<file path="src/hw/rtl/aescbc_pkg.sv">
// AES-128 CBC engine package: types, S-box tables, round helper functions.
// No dependencies; used by every module of the engine.
package aescbc_pkg;

	localparam int BlockW = 128;
	localparam int HalfW  = 64;
	localparam int Rounds = 10;
	localparam int RoundW = 4;
	localparam int QueueDepth = 2;
	localparam int CfgIdxW = 3;

	typedef enum logic [CfgIdxW-1:0] {
		REG_KEY_HIGH = 3'd0,
		REG_KEY_LOW  = 3'd1,
		REG_IV_HIGH  = 3'd2,
		REG_IV_LOW   = 3'd3,
		REG_DECRYPT  = 3'd4
	} cfg_reg_t;

	typedef enum logic [1:0] {
		ST_IDLE  = 2'd0,
		ST_ROUND = 2'd1,
		ST_DONE  = 2'd2
	} core_state_t;

	// queued job: block data with its first-block flag for chaining
	typedef struct packed {
		logic [BlockW-1:0] data;
		logic              first;
	} job_t;

	function automatic logic [7:0] xtime(input logic [7:0] a);
		xtime = {a[6:0], 1'b0} ^ (a[7] ? 8'h1b : 8'h00);
	endfunction

	function automatic logic [7:0] gmul(input logic [7:0] a, input logic [3:0] b);
		logic [7:0] p, x;
		p = 8'h00;
		x = a;
		for (int i = 0; i < 4; i++) begin
			if (b[i]) p = p ^ x;
			x = xtime(x);
		end
		gmul = p;
	endfunction

	localparam logic [7:0] SBOX [256] = '{
		8'h63,8'h7c,8'h77,8'h7b,8'hf2,8'h6b,8'h6f,8'hc5,8'h30,8'h01,8'h67,8'h2b,8'hfe,8'hd7,8'hab,8'h76,
		8'hca,8'h82,8'hc9,8'h7d,8'hfa,8'h59,8'h47,8'hf0,8'had,8'hd4,8'ha2,8'haf,8'h9c,8'ha4,8'h72,8'hc0,
		8'hb7,8'hfd,8'h93,8'h26,8'h36,8'h3f,8'hf7,8'hcc,8'h34,8'ha5,8'he5,8'hf1,8'h71,8'hd8,8'h31,8'h15,
		8'h04,8'hc7,8'h23,8'hc3,8'h18,8'h96,8'h05,8'h9a,8'h07,8'h12,8'h80,8'he2,8'heb,8'h27,8'hb2,8'h75,
		8'h09,8'h83,8'h2c,8'h1a,8'h1b,8'h6e,8'h5a,8'ha0,8'h52,8'h3b,8'hd6,8'hb3,8'h29,8'he3,8'h2f,8'h84,
		8'h53,8'hd1,8'h00,8'hed,8'h20,8'hfc,8'hb1,8'h5b,8'h6a,8'hcb,8'hbe,8'h39,8'h4a,8'h4c,8'h58,8'hcf,
		8'hd0,8'hef,8'haa,8'hfb,8'h43,8'h4d,8'h33,8'h85,8'h45,8'hf9,8'h02,8'h7f,8'h50,8'h3c,8'h9f,8'ha8,
		8'h51,8'ha3,8'h40,8'h8f,8'h92,8'h9d,8'h38,8'hf5,8'hbc,8'hb6,8'hda,8'h21,8'h10,8'hff,8'hf3,8'hd2,
		8'hcd,8'h0c,8'h13,8'hec,8'h5f,8'h97,8'h44,8'h17,8'hc4,8'ha7,8'h7e,8'h3d,8'h64,8'h5d,8'h19,8'h73,
		8'h60,8'h81,8'h4f,8'hdc,8'h22,8'h2a,8'h90,8'h88,8'h46,8'hee,8'hb8,8'h14,8'hde,8'h5e,8'h0b,8'hdb,
		8'he0,8'h32,8'h3a,8'h0a,8'h49,8'h06,8'h24,8'h5c,8'hc2,8'hd3,8'hac,8'h62,8'h91,8'h95,8'he4,8'h79,
		8'he7,8'hc8,8'h37,8'h6d,8'h8d,8'hd5,8'h4e,8'ha9,8'h6c,8'h56,8'hf4,8'hea,8'h65,8'h7a,8'hae,8'h08,
		8'hba,8'h78,8'h25,8'h2e,8'h1c,8'ha6,8'hb4,8'hc6,8'he8,8'hdd,8'h74,8'h1f,8'h4b,8'hbd,8'h8b,8'h8a,
		8'h70,8'h3e,8'hb5,8'h66,8'h48,8'h03,8'hf6,8'h0e,8'h61,8'h35,8'h57,8'hb9,8'h86,8'hc1,8'h1d,8'h9e,
		8'he1,8'hf8,8'h98,8'h11,8'h69,8'hd9,8'h8e,8'h94,8'h9b,8'h1e,8'h87,8'he9,8'hce,8'h55,8'h28,8'hdf,
		8'h8c,8'ha1,8'h89,8'h0d,8'hbf,8'he6,8'h42,8'h68,8'h41,8'h99,8'h2d,8'h0f,8'hb0,8'h54,8'hbb,8'h16
	};

	localparam logic [7:0] INV_SBOX [256] = '{
		8'h52,8'h09,8'h6a,8'hd5,8'h30,8'h36,8'ha5,8'h38,8'hbf,8'h40,8'ha3,8'h9e,8'h81,8'hf3,8'hd7,8'hfb,
		8'h7c,8'he3,8'h39,8'h82,8'h9b,8'h2f,8'hff,8'h87,8'h34,8'h8e,8'h43,8'h44,8'hc4,8'hde,8'he9,8'hcb,
		8'h54,8'h7b,8'h94,8'h32,8'ha6,8'hc2,8'h23,8'h3d,8'hee,8'h4c,8'h95,8'h0b,8'h42,8'hfa,8'hc3,8'h4e,
		8'h08,8'h2e,8'ha1,8'h66,8'h28,8'hd9,8'h24,8'hb2,8'h76,8'h5b,8'ha2,8'h49,8'h6d,8'h8b,8'hd1,8'h25,
		8'h72,8'hf8,8'hf6,8'h64,8'h86,8'h68,8'h98,8'h16,8'hd4,8'ha4,8'h5c,8'hcc,8'h5d,8'h65,8'hb6,8'h92,
		8'h6c,8'h70,8'h48,8'h50,8'hfd,8'hed,8'hb9,8'hda,8'h5e,8'h15,8'h46,8'h57,8'ha7,8'h8d,8'h9d,8'h84,
		8'h90,8'hd8,8'hab,8'h00,8'h8c,8'hbc,8'hd3,8'h0a,8'hf7,8'he4,8'h58,8'h05,8'hb8,8'hb3,8'h45,8'h06,
		8'hd0,8'h2c,8'h1e,8'h8f,8'hca,8'h3f,8'h0f,8'h02,8'hc1,8'haf,8'hbd,8'h03,8'h01,8'h13,8'h8a,8'h6b,
		8'h3a,8'h91,8'h11,8'h41,8'h4f,8'h67,8'hdc,8'hea,8'h97,8'hf2,8'hcf,8'hce,8'hf0,8'hb4,8'he6,8'h73,
		8'h96,8'hac,8'h74,8'h22,8'he7,8'had,8'h35,8'h85,8'he2,8'hf9,8'h37,8'he8,8'h1c,8'h75,8'hdf,8'h6e,
		8'h47,8'hf1,8'h1a,8'h71,8'h1d,8'h29,8'hc5,8'h89,8'h6f,8'hb7,8'h62,8'h0e,8'haa,8'h18,8'hbe,8'h1b,
		8'hfc,8'h56,8'h3e,8'h4b,8'hc6,8'hd2,8'h79,8'h20,8'h9a,8'hdb,8'hc0,8'hfe,8'h78,8'hcd,8'h5a,8'hf4,
		8'h1f,8'hdd,8'ha8,8'h33,8'h88,8'h07,8'hc7,8'h31,8'hb1,8'h12,8'h10,8'h59,8'h27,8'h80,8'hec,8'h5f,
		8'h60,8'h51,8'h7f,8'ha9,8'h19,8'hb5,8'h4a,8'h0d,8'h2d,8'he5,8'h7a,8'h9f,8'h93,8'hc9,8'h9c,8'hef,
		8'ha0,8'he0,8'h3b,8'h4d,8'hae,8'h2a,8'hf5,8'hb0,8'hc8,8'heb,8'hbb,8'h3c,8'h83,8'h53,8'h99,8'h61,
		8'h17,8'h2b,8'h04,8'h7e,8'hba,8'h77,8'hd6,8'h26,8'he1,8'h69,8'h14,8'h63,8'h55,8'h21,8'h0c,8'h7d
	};

	// byte i of a state sits at bits [127-8i -: 8]
	function automatic logic [7:0] byte_at(input logic [BlockW-1:0] s, input int i);
		byte_at = s[BlockW-1-8*i -: 8];
	endfunction

	function automatic logic [BlockW-1:0] enc_round(input logic [BlockW-1:0] s,
			input logic last);
		logic [7:0] t [16];
		logic [BlockW-1:0] o;
		for (int c = 0; c < 4; c++)
			for (int r = 0; r < 4; r++)
				t[r+4*c] = SBOX[byte_at(s, r + 4*((c + r) % 4))];
		for (int c = 0; c < 4; c++) begin
			if (last) begin
				for (int r = 0; r < 4; r++) o[BlockW-1-8*(4*c+r) -: 8] = t[4*c+r];
			end else begin
				o[BlockW-1-8*(4*c)   -: 8] = gmul(t[4*c],4'd2)^gmul(t[4*c+1],4'd3)
					^t[4*c+2]^t[4*c+3];
				o[BlockW-1-8*(4*c+1) -: 8] = t[4*c]^gmul(t[4*c+1],4'd2)
					^gmul(t[4*c+2],4'd3)^t[4*c+3];
				o[BlockW-1-8*(4*c+2) -: 8] = t[4*c]^t[4*c+1]^gmul(t[4*c+2],4'd2)
					^gmul(t[4*c+3],4'd3);
				o[BlockW-1-8*(4*c+3) -: 8] = gmul(t[4*c],4'd3)^t[4*c+1]^t[4*c+2]
					^gmul(t[4*c+3],4'd2);
			end
		end
		enc_round = o;
	endfunction

	function automatic logic [BlockW-1:0] inv_mix(input logic [BlockW-1:0] s);
		logic [7:0] a0, a1, a2, a3;
		logic [BlockW-1:0] o;
		for (int c = 0; c < 4; c++) begin
			a0 = byte_at(s, 4*c);   a1 = byte_at(s, 4*c+1);
			a2 = byte_at(s, 4*c+2); a3 = byte_at(s, 4*c+3);
			o[BlockW-1-8*(4*c)   -: 8] = gmul(a0,4'd14)^gmul(a1,4'd11)^gmul(a2,4'd13)
				^gmul(a3,4'd9);
			o[BlockW-1-8*(4*c+1) -: 8] = gmul(a0,4'd9)^gmul(a1,4'd14)^gmul(a2,4'd11)
				^gmul(a3,4'd13);
			o[BlockW-1-8*(4*c+2) -: 8] = gmul(a0,4'd13)^gmul(a1,4'd9)^gmul(a2,4'd14)
				^gmul(a3,4'd11);
			o[BlockW-1-8*(4*c+3) -: 8] = gmul(a0,4'd11)^gmul(a1,4'd13)^gmul(a2,4'd9)
				^gmul(a3,4'd14);
		end
		inv_mix = o;
	endfunction

	// inverse shift rows plus inverse S-box
	function automatic logic [BlockW-1:0] inv_shsub(input logic [BlockW-1:0] s);
		logic [BlockW-1:0] o;
		for (int c = 0; c < 4; c++)
			for (int r = 0; r < 4; r++)
				o[BlockW-1-8*(r + 4*((c + r) % 4)) -: 8] = INV_SBOX[byte_at(s, r + 4*c)];
		inv_shsub = o;
	endfunction

	function automatic logic [7:0] rcon_next(input logic [7:0] r);
		rcon_next = xtime(r);
	endfunction

	function automatic logic [7:0] rcon_prev(input logic [7:0] r);
		rcon_prev = r[0] ? ({1'b1, r[7:1]} ^ 8'h0d) : {1'b0, r[7:1]};
	endfunction

	function automatic logic [31:0] sub_rot(input logic [31:0] w, input logic [7:0] rc);
		sub_rot = {SBOX[w[23:16]] ^ rc, SBOX[w[15:8]], SBOX[w[7:0]], SBOX[w[31:24]]};
	endfunction

	function automatic logic [BlockW-1:0] key_fwd(input logic [BlockW-1:0] k,
			input logic [7:0] rc);
		logic [31:0] w0, w1, w2, w3;
		w0 = k[127:96] ^ sub_rot(k[31:0], rc);
		w1 = k[95:64] ^ w0;
		w2 = k[63:32] ^ w1;
		w3 = k[31:0] ^ w2;
		key_fwd = {w0, w1, w2, w3};
	endfunction

	// rc is the constant that produced k from its predecessor
	function automatic logic [BlockW-1:0] key_back(input logic [BlockW-1:0] k,
			input logic [7:0] rc);
		logic [31:0] w1, w2, w3, w0;
		w3 = k[31:0] ^ k[63:32];
		w2 = k[63:32] ^ k[95:64];
		w1 = k[95:64] ^ k[127:96];
		w0 = k[127:96] ^ sub_rot(w3, rc);
		key_back = {w0, w1, w2, w3};
	endfunction

endpackage

</file>
<file path="src/hw/rtl/aescbc_queue.sv">
// Two-entry job queue between front end and cipher core.
// Depends on aescbc_pkg.
module aescbc_queue #(
	parameter int Depth = aescbc_pkg::QueueDepth
) (
	input  logic             clk,
	input  logic             arst_n,
	input  logic             push,
	input  aescbc_pkg::job_t push_job,
	output logic             full,
	input  logic             pop,
	output logic             empty,
	output aescbc_pkg::job_t pop_job
);
	localparam int PtrW = (Depth > 1) ? $clog2(Depth) : 1;
	localparam int CntW = $clog2(Depth + 1);

	aescbc_pkg::job_t mem_q [Depth];
	logic [PtrW-1:0] wr_q, rd_q;
	logic [CntW-1:0] cnt_q;

	assign full    = (cnt_q == CntW'(Depth));
	assign empty   = (cnt_q == '0);
	assign pop_job = mem_q[rd_q];

	always_ff @(posedge clk) begin
		if (push && !full) mem_q[wr_q] <= push_job;
	end

	always_ff @(posedge clk or negedge arst_n) begin
		if (!arst_n) begin
			wr_q  <= '0;
			rd_q  <= '0;
			cnt_q <= '0;
		end else begin
			if (push && !full) wr_q <= (wr_q == PtrW'(Depth-1)) ? '0 : wr_q + 1'b1;
			if (pop && !empty) rd_q <= (rd_q == PtrW'(Depth-1)) ? '0 : rd_q + 1'b1;
			cnt_q <= cnt_q + CntW'(push && !full) - CntW'(pop && !empty);
		end
	end
endmodule

</file>
<file path="config.mk">
export PLATFORM = sky130hd
export DESIGN_NAME = aescbc_queue
export DESIGN_NICKNAME = d
export VERILOG_FILES = /design/src/hw/rtl/aescbc_pkg.sv /design/src/hw/rtl/aescbc_queue.sv
export SDC_FILE = /design/constraint.sdc
export NUM_CORES = 1
export LEC_CHECK = 0
export ABC_AREA = 1
export BUFFER_PORTS_ARGS = -buffer_cell sky130_fd_sc_hd__buf_2
export CAP_MARGIN = 20
export CELL_PAD_IN_SITES_DETAIL_PLACEMENT = 1
export CELL_PAD_IN_SITES_GLOBAL_PLACEMENT = 1
export CORE_ASPECT_RATIO = 0.8
export CORE_MARGIN = 3
export CORE_UTILIZATION = 43
export CTS_BUF_LIST = sky130_fd_sc_hd__clkbuf_8
export DETAILED_ROUTE_END_ITERATION = 10
export PLACE_DENSITY_LB_ADDON = 0.1
export SKIP_CTS_REPAIR_TIMING = 1
export SLEW_MARGIN = 0
export SYNTH_ARGS = -nofsm -noshare
export SYNTH_HDL_FRONTEND = slang
export SYNTH_SLANG_ARGS = --single-unit
</file>
<file path="constraint.sdc">
create_clock -name clk -period 8.9 [get_ports clk]
set_input_delay 1.335 -clock clk [delete_from_list [all_inputs] [get_ports clk]]
set_output_delay 1.335 -clock clk [all_outputs]
set_load 0.01 [all_outputs]
</file>
==> impl_metrics.env <==
export IMPL_period_share=0.501
export IMPL_syn_area_um2=9650
export IMPL_dr_total_vias=6114
export IMPL_fin_crit_ns=4.46
export IMPL_reg2reg_to="mem_q[0][67]"
export IMPL_io_pins=264
export IMPL_antenna_found_initial=7
export IMPL_cp_cell_sequence="inv_4, buf_4, nand2_1, nand2_1, buf_2"
export IMPL_drt_initial_drc_count=342
export IMPL_path_class="flip-flop to output pin"
export IMPL_yosysTopAreaCell="edfxtp_1"
export IMPL_cap_violations=0
export IMPL_critical_path_most_common_cell="nand2_1"
export IMPL_hold_end="cnt_q[0]"
export IMPL_syn_to_final_growth_pct=24.0
export IMPL_clkSlewWorstSetupHoldPaths_ns=0.06
export IMPL_avgSynthCellArea_um2=13.6
export IMPL_p_per_area_nw_per_um2=330
export IMPL_first_pass_iters=5
export IMPL_hold_viol=0
export IMPL_grt_use_met1=0.218
export IMPL_crit_arrival_ns=3.12
export IMPL_core_um2=21800
export IMPL_worstPathMaxFanout=72
export IMPL_combPwrFrac=0.309
export IMPL_layoutNonFillerInstCount=1325
export IMPL_clockBufferDepth=3
export IMPL_routabilityCongestion=0.706
export IMPL_p_sw_frac=0.349
export IMPL_met3_usage=0.0791
export IMPL_p_sw_uw=1380
export IMPL_yosysUniqueCellTypes=12
export IMPL_final_max_slew_viol_count=0
export IMPL_row_count=48
export IMPL_cts_tree="yes"
export IMPL_busiest_layer="met2"
export IMPL_status="finished, final reports clean"
export IMPL_worstSkewPairLatency_ns=0.52
export IMPL_seq_power_share=0.455
export IMPL_end_kind="output pin"
export IMPL_routedWlPerCell_um=16.8
export IMPL_fin_nets=1129
export IMPL_setup_violations=0
export IMPL_grt_max_degree=74
export IMPL_drive_gt1_frac=0.315
export IMPL_wl_um=22300
export IMPL_reg2regPathDepth=4
export IMPL_hp_start="cnt_q[0]"
export IMPL_portBuffers=263
export IMPL_place_inst=1248
export IMPL_tns_ns=0
export IMPL_holdPathStages=1
export IMPL_ant_nets=0
export IMPL_htreeDepth=2
export IMPL_grtUsageMet2=0.296
export IMPL_root_buffer="clkbuf_8"
export IMPL_start_util=0.443
export IMPL_grt_first_pass_wirelength_um=34300
export IMPL_tightest_slew_ns=1.00
export IMPL_critPathRequiredTime_ns=7.57
export IMPL_rsz0062_at_grt="no"
export IMPL_synth_fp_nets=843
export IMPL_drcViolationCount=0
export IMPL_hold_path_class="flip-flop to flip-flop"
export IMPL_pwr_share_clk=0.235
export IMPL_p_int_uw=2570
export IMPL_die_area_um2=24300
export IMPL_r2r_setup_slack_ns=6.32
export IMPL_max_stage_delay_ns=0.78
export IMPL_fmax_ghz=0.224
export IMPL_vias_per_cell=4.61
export IMPL_reg2reg_from="cnt_q[1]"
export IMPL_p_leak_uw=0.00524
export IMPL_dieWidth_um=173
export IMPL_fin_skew_ns=0.0168
export IMPL_max_slew_margin_rel=0.332
export IMPL_die_y_um=140
export IMPL_grt_pass1_vias=6370
export IMPL_synth_top_cell_area_share=0.803
export IMPL_synthCells=708
export IMPL_grtUsageTotal=0.180
export IMPL_start_kind="flip-flop"
export IMPL_peakVddDrop_mv=0.152
export IMPL_hpwl_um=14600
export IMPL_ys_warn_count=0
export IMPL_cts_buffers=44
export IMPL_synth_seq_cells=262
export IMPL_yosysSeqAreaShare=0.813
export IMPL_synth_area_leaders="edfxtp_1 (80%), nand2_1 (16%), buf_6 (1.3%)"
export IMPL_cts_sinks=262
export IMPL_overflow=0
export IMPL_slowest_stage="dfrtp_4"
logic make-up after synthesis:
logic type,count (synthesis),share of synthesized area
simple gates,404,0.158
flops,262,0.813
fa+ha+maj,2,0.00259
buf+inv,40,0.0266
metal layers:
metal | part of all wire | vias up
met4 | 0.018 | 10
met1 | 0.41 | 2894
met2 | 0.47 | 206
met5 | 0.0022 | -
met3 | 0.097 | 40
li1 | - | 2964
how the worst max path moves through the flow:
stage                     slack [ns]     endpoint  startpoint  cells after the start
final                           4.44  pop_job[36]        rd_q                      5
after global routing            4.16  pop_job[94]        rd_q                      5
after CTS                       4.34  pop_job[30]        rd_q                      5
after detailed placement        4.93  pop_job[30]        rd_q                      5
after global placement          4.93  pop_job[30]        rd_q                      5
after floorplan                 1.50  mem_q[1][0]        push                      2
cell usage after synthesis:
cell	instances
dfrtp_1	4
inv_2	1
ha_1	2
clkbuf_1	1
nand2_1	400
nor2_1	1
buf_6	11
nand3_1	3
buf_4	1
inv_1	10
edfxtp_1	258
buf_2	16
state kept, by name, indices dropped and copies added (netlist names):
register  cells
rd_q          1
wr_q          1
mem_q       258
cnt_q         2
final cells by class:
type / instances / area (µm²)
Clock inverter: 30 / 143
Clock buffer: 45 / 619
Timing Repair Buffer: 269 / 1370
Fill cell: 2330 / 9830
Tap cell: 300 / 375
Antenna cell: 2 / 5.00
Multi-Input combinational cell: 406 / 1550
Inverter: 11 / 46.3
Sequential cell: 262 / 7850
placed cells by master, fill, tap and decap left out, drive strengths merged:
master  Yosys  routed
clkinv      0      14
edfxtp    258     258
nand3       3       3
dfrtp       4       4
nor2        1       1
inv        11      26
diode       0       2
nand2     400     400
clkbuf      1      45
buf        28     269
ha          2       2
bufinv      0       1
per-stage QoR:
step	utilization	area (µm²)	setup WS, ns	hold slack, ns	total power, µW
2_1_floorplan	-	9650	1.50	0.442	2580
3_3_place_gp	0.513	11200	4.93	0.464	3040
3_5_place_dp	0.514	11200	4.93	0.498	3080
4_1_cts	0.549	12000	4.34	0.511	4030
5_1_grt	0.549	12000	4.16	0.530	4230
6_report	0.549	12000	4.44	0.509	3950
critical path, delay by kind of cell, from the launching register on:
kind | cells | cell delay, ns
buf+inv | 3 | 1.43
flops | 1 | 0.78
simple gates | 2 | 0.24
power groups by stage:
stage / clock network (µW) / registers [µW] / logic [µW]
floorplan: 0 / 1800 / 777
global placement: 0 / 1820 / 1220
detailed placement: 0 / 1830 / 1250
CTS: 966 / 1800 / 1260
global route: 1030 / 1830 / 1380
finish: 928 / 1800 / 1220
Power figures use the tool's default switching activity.
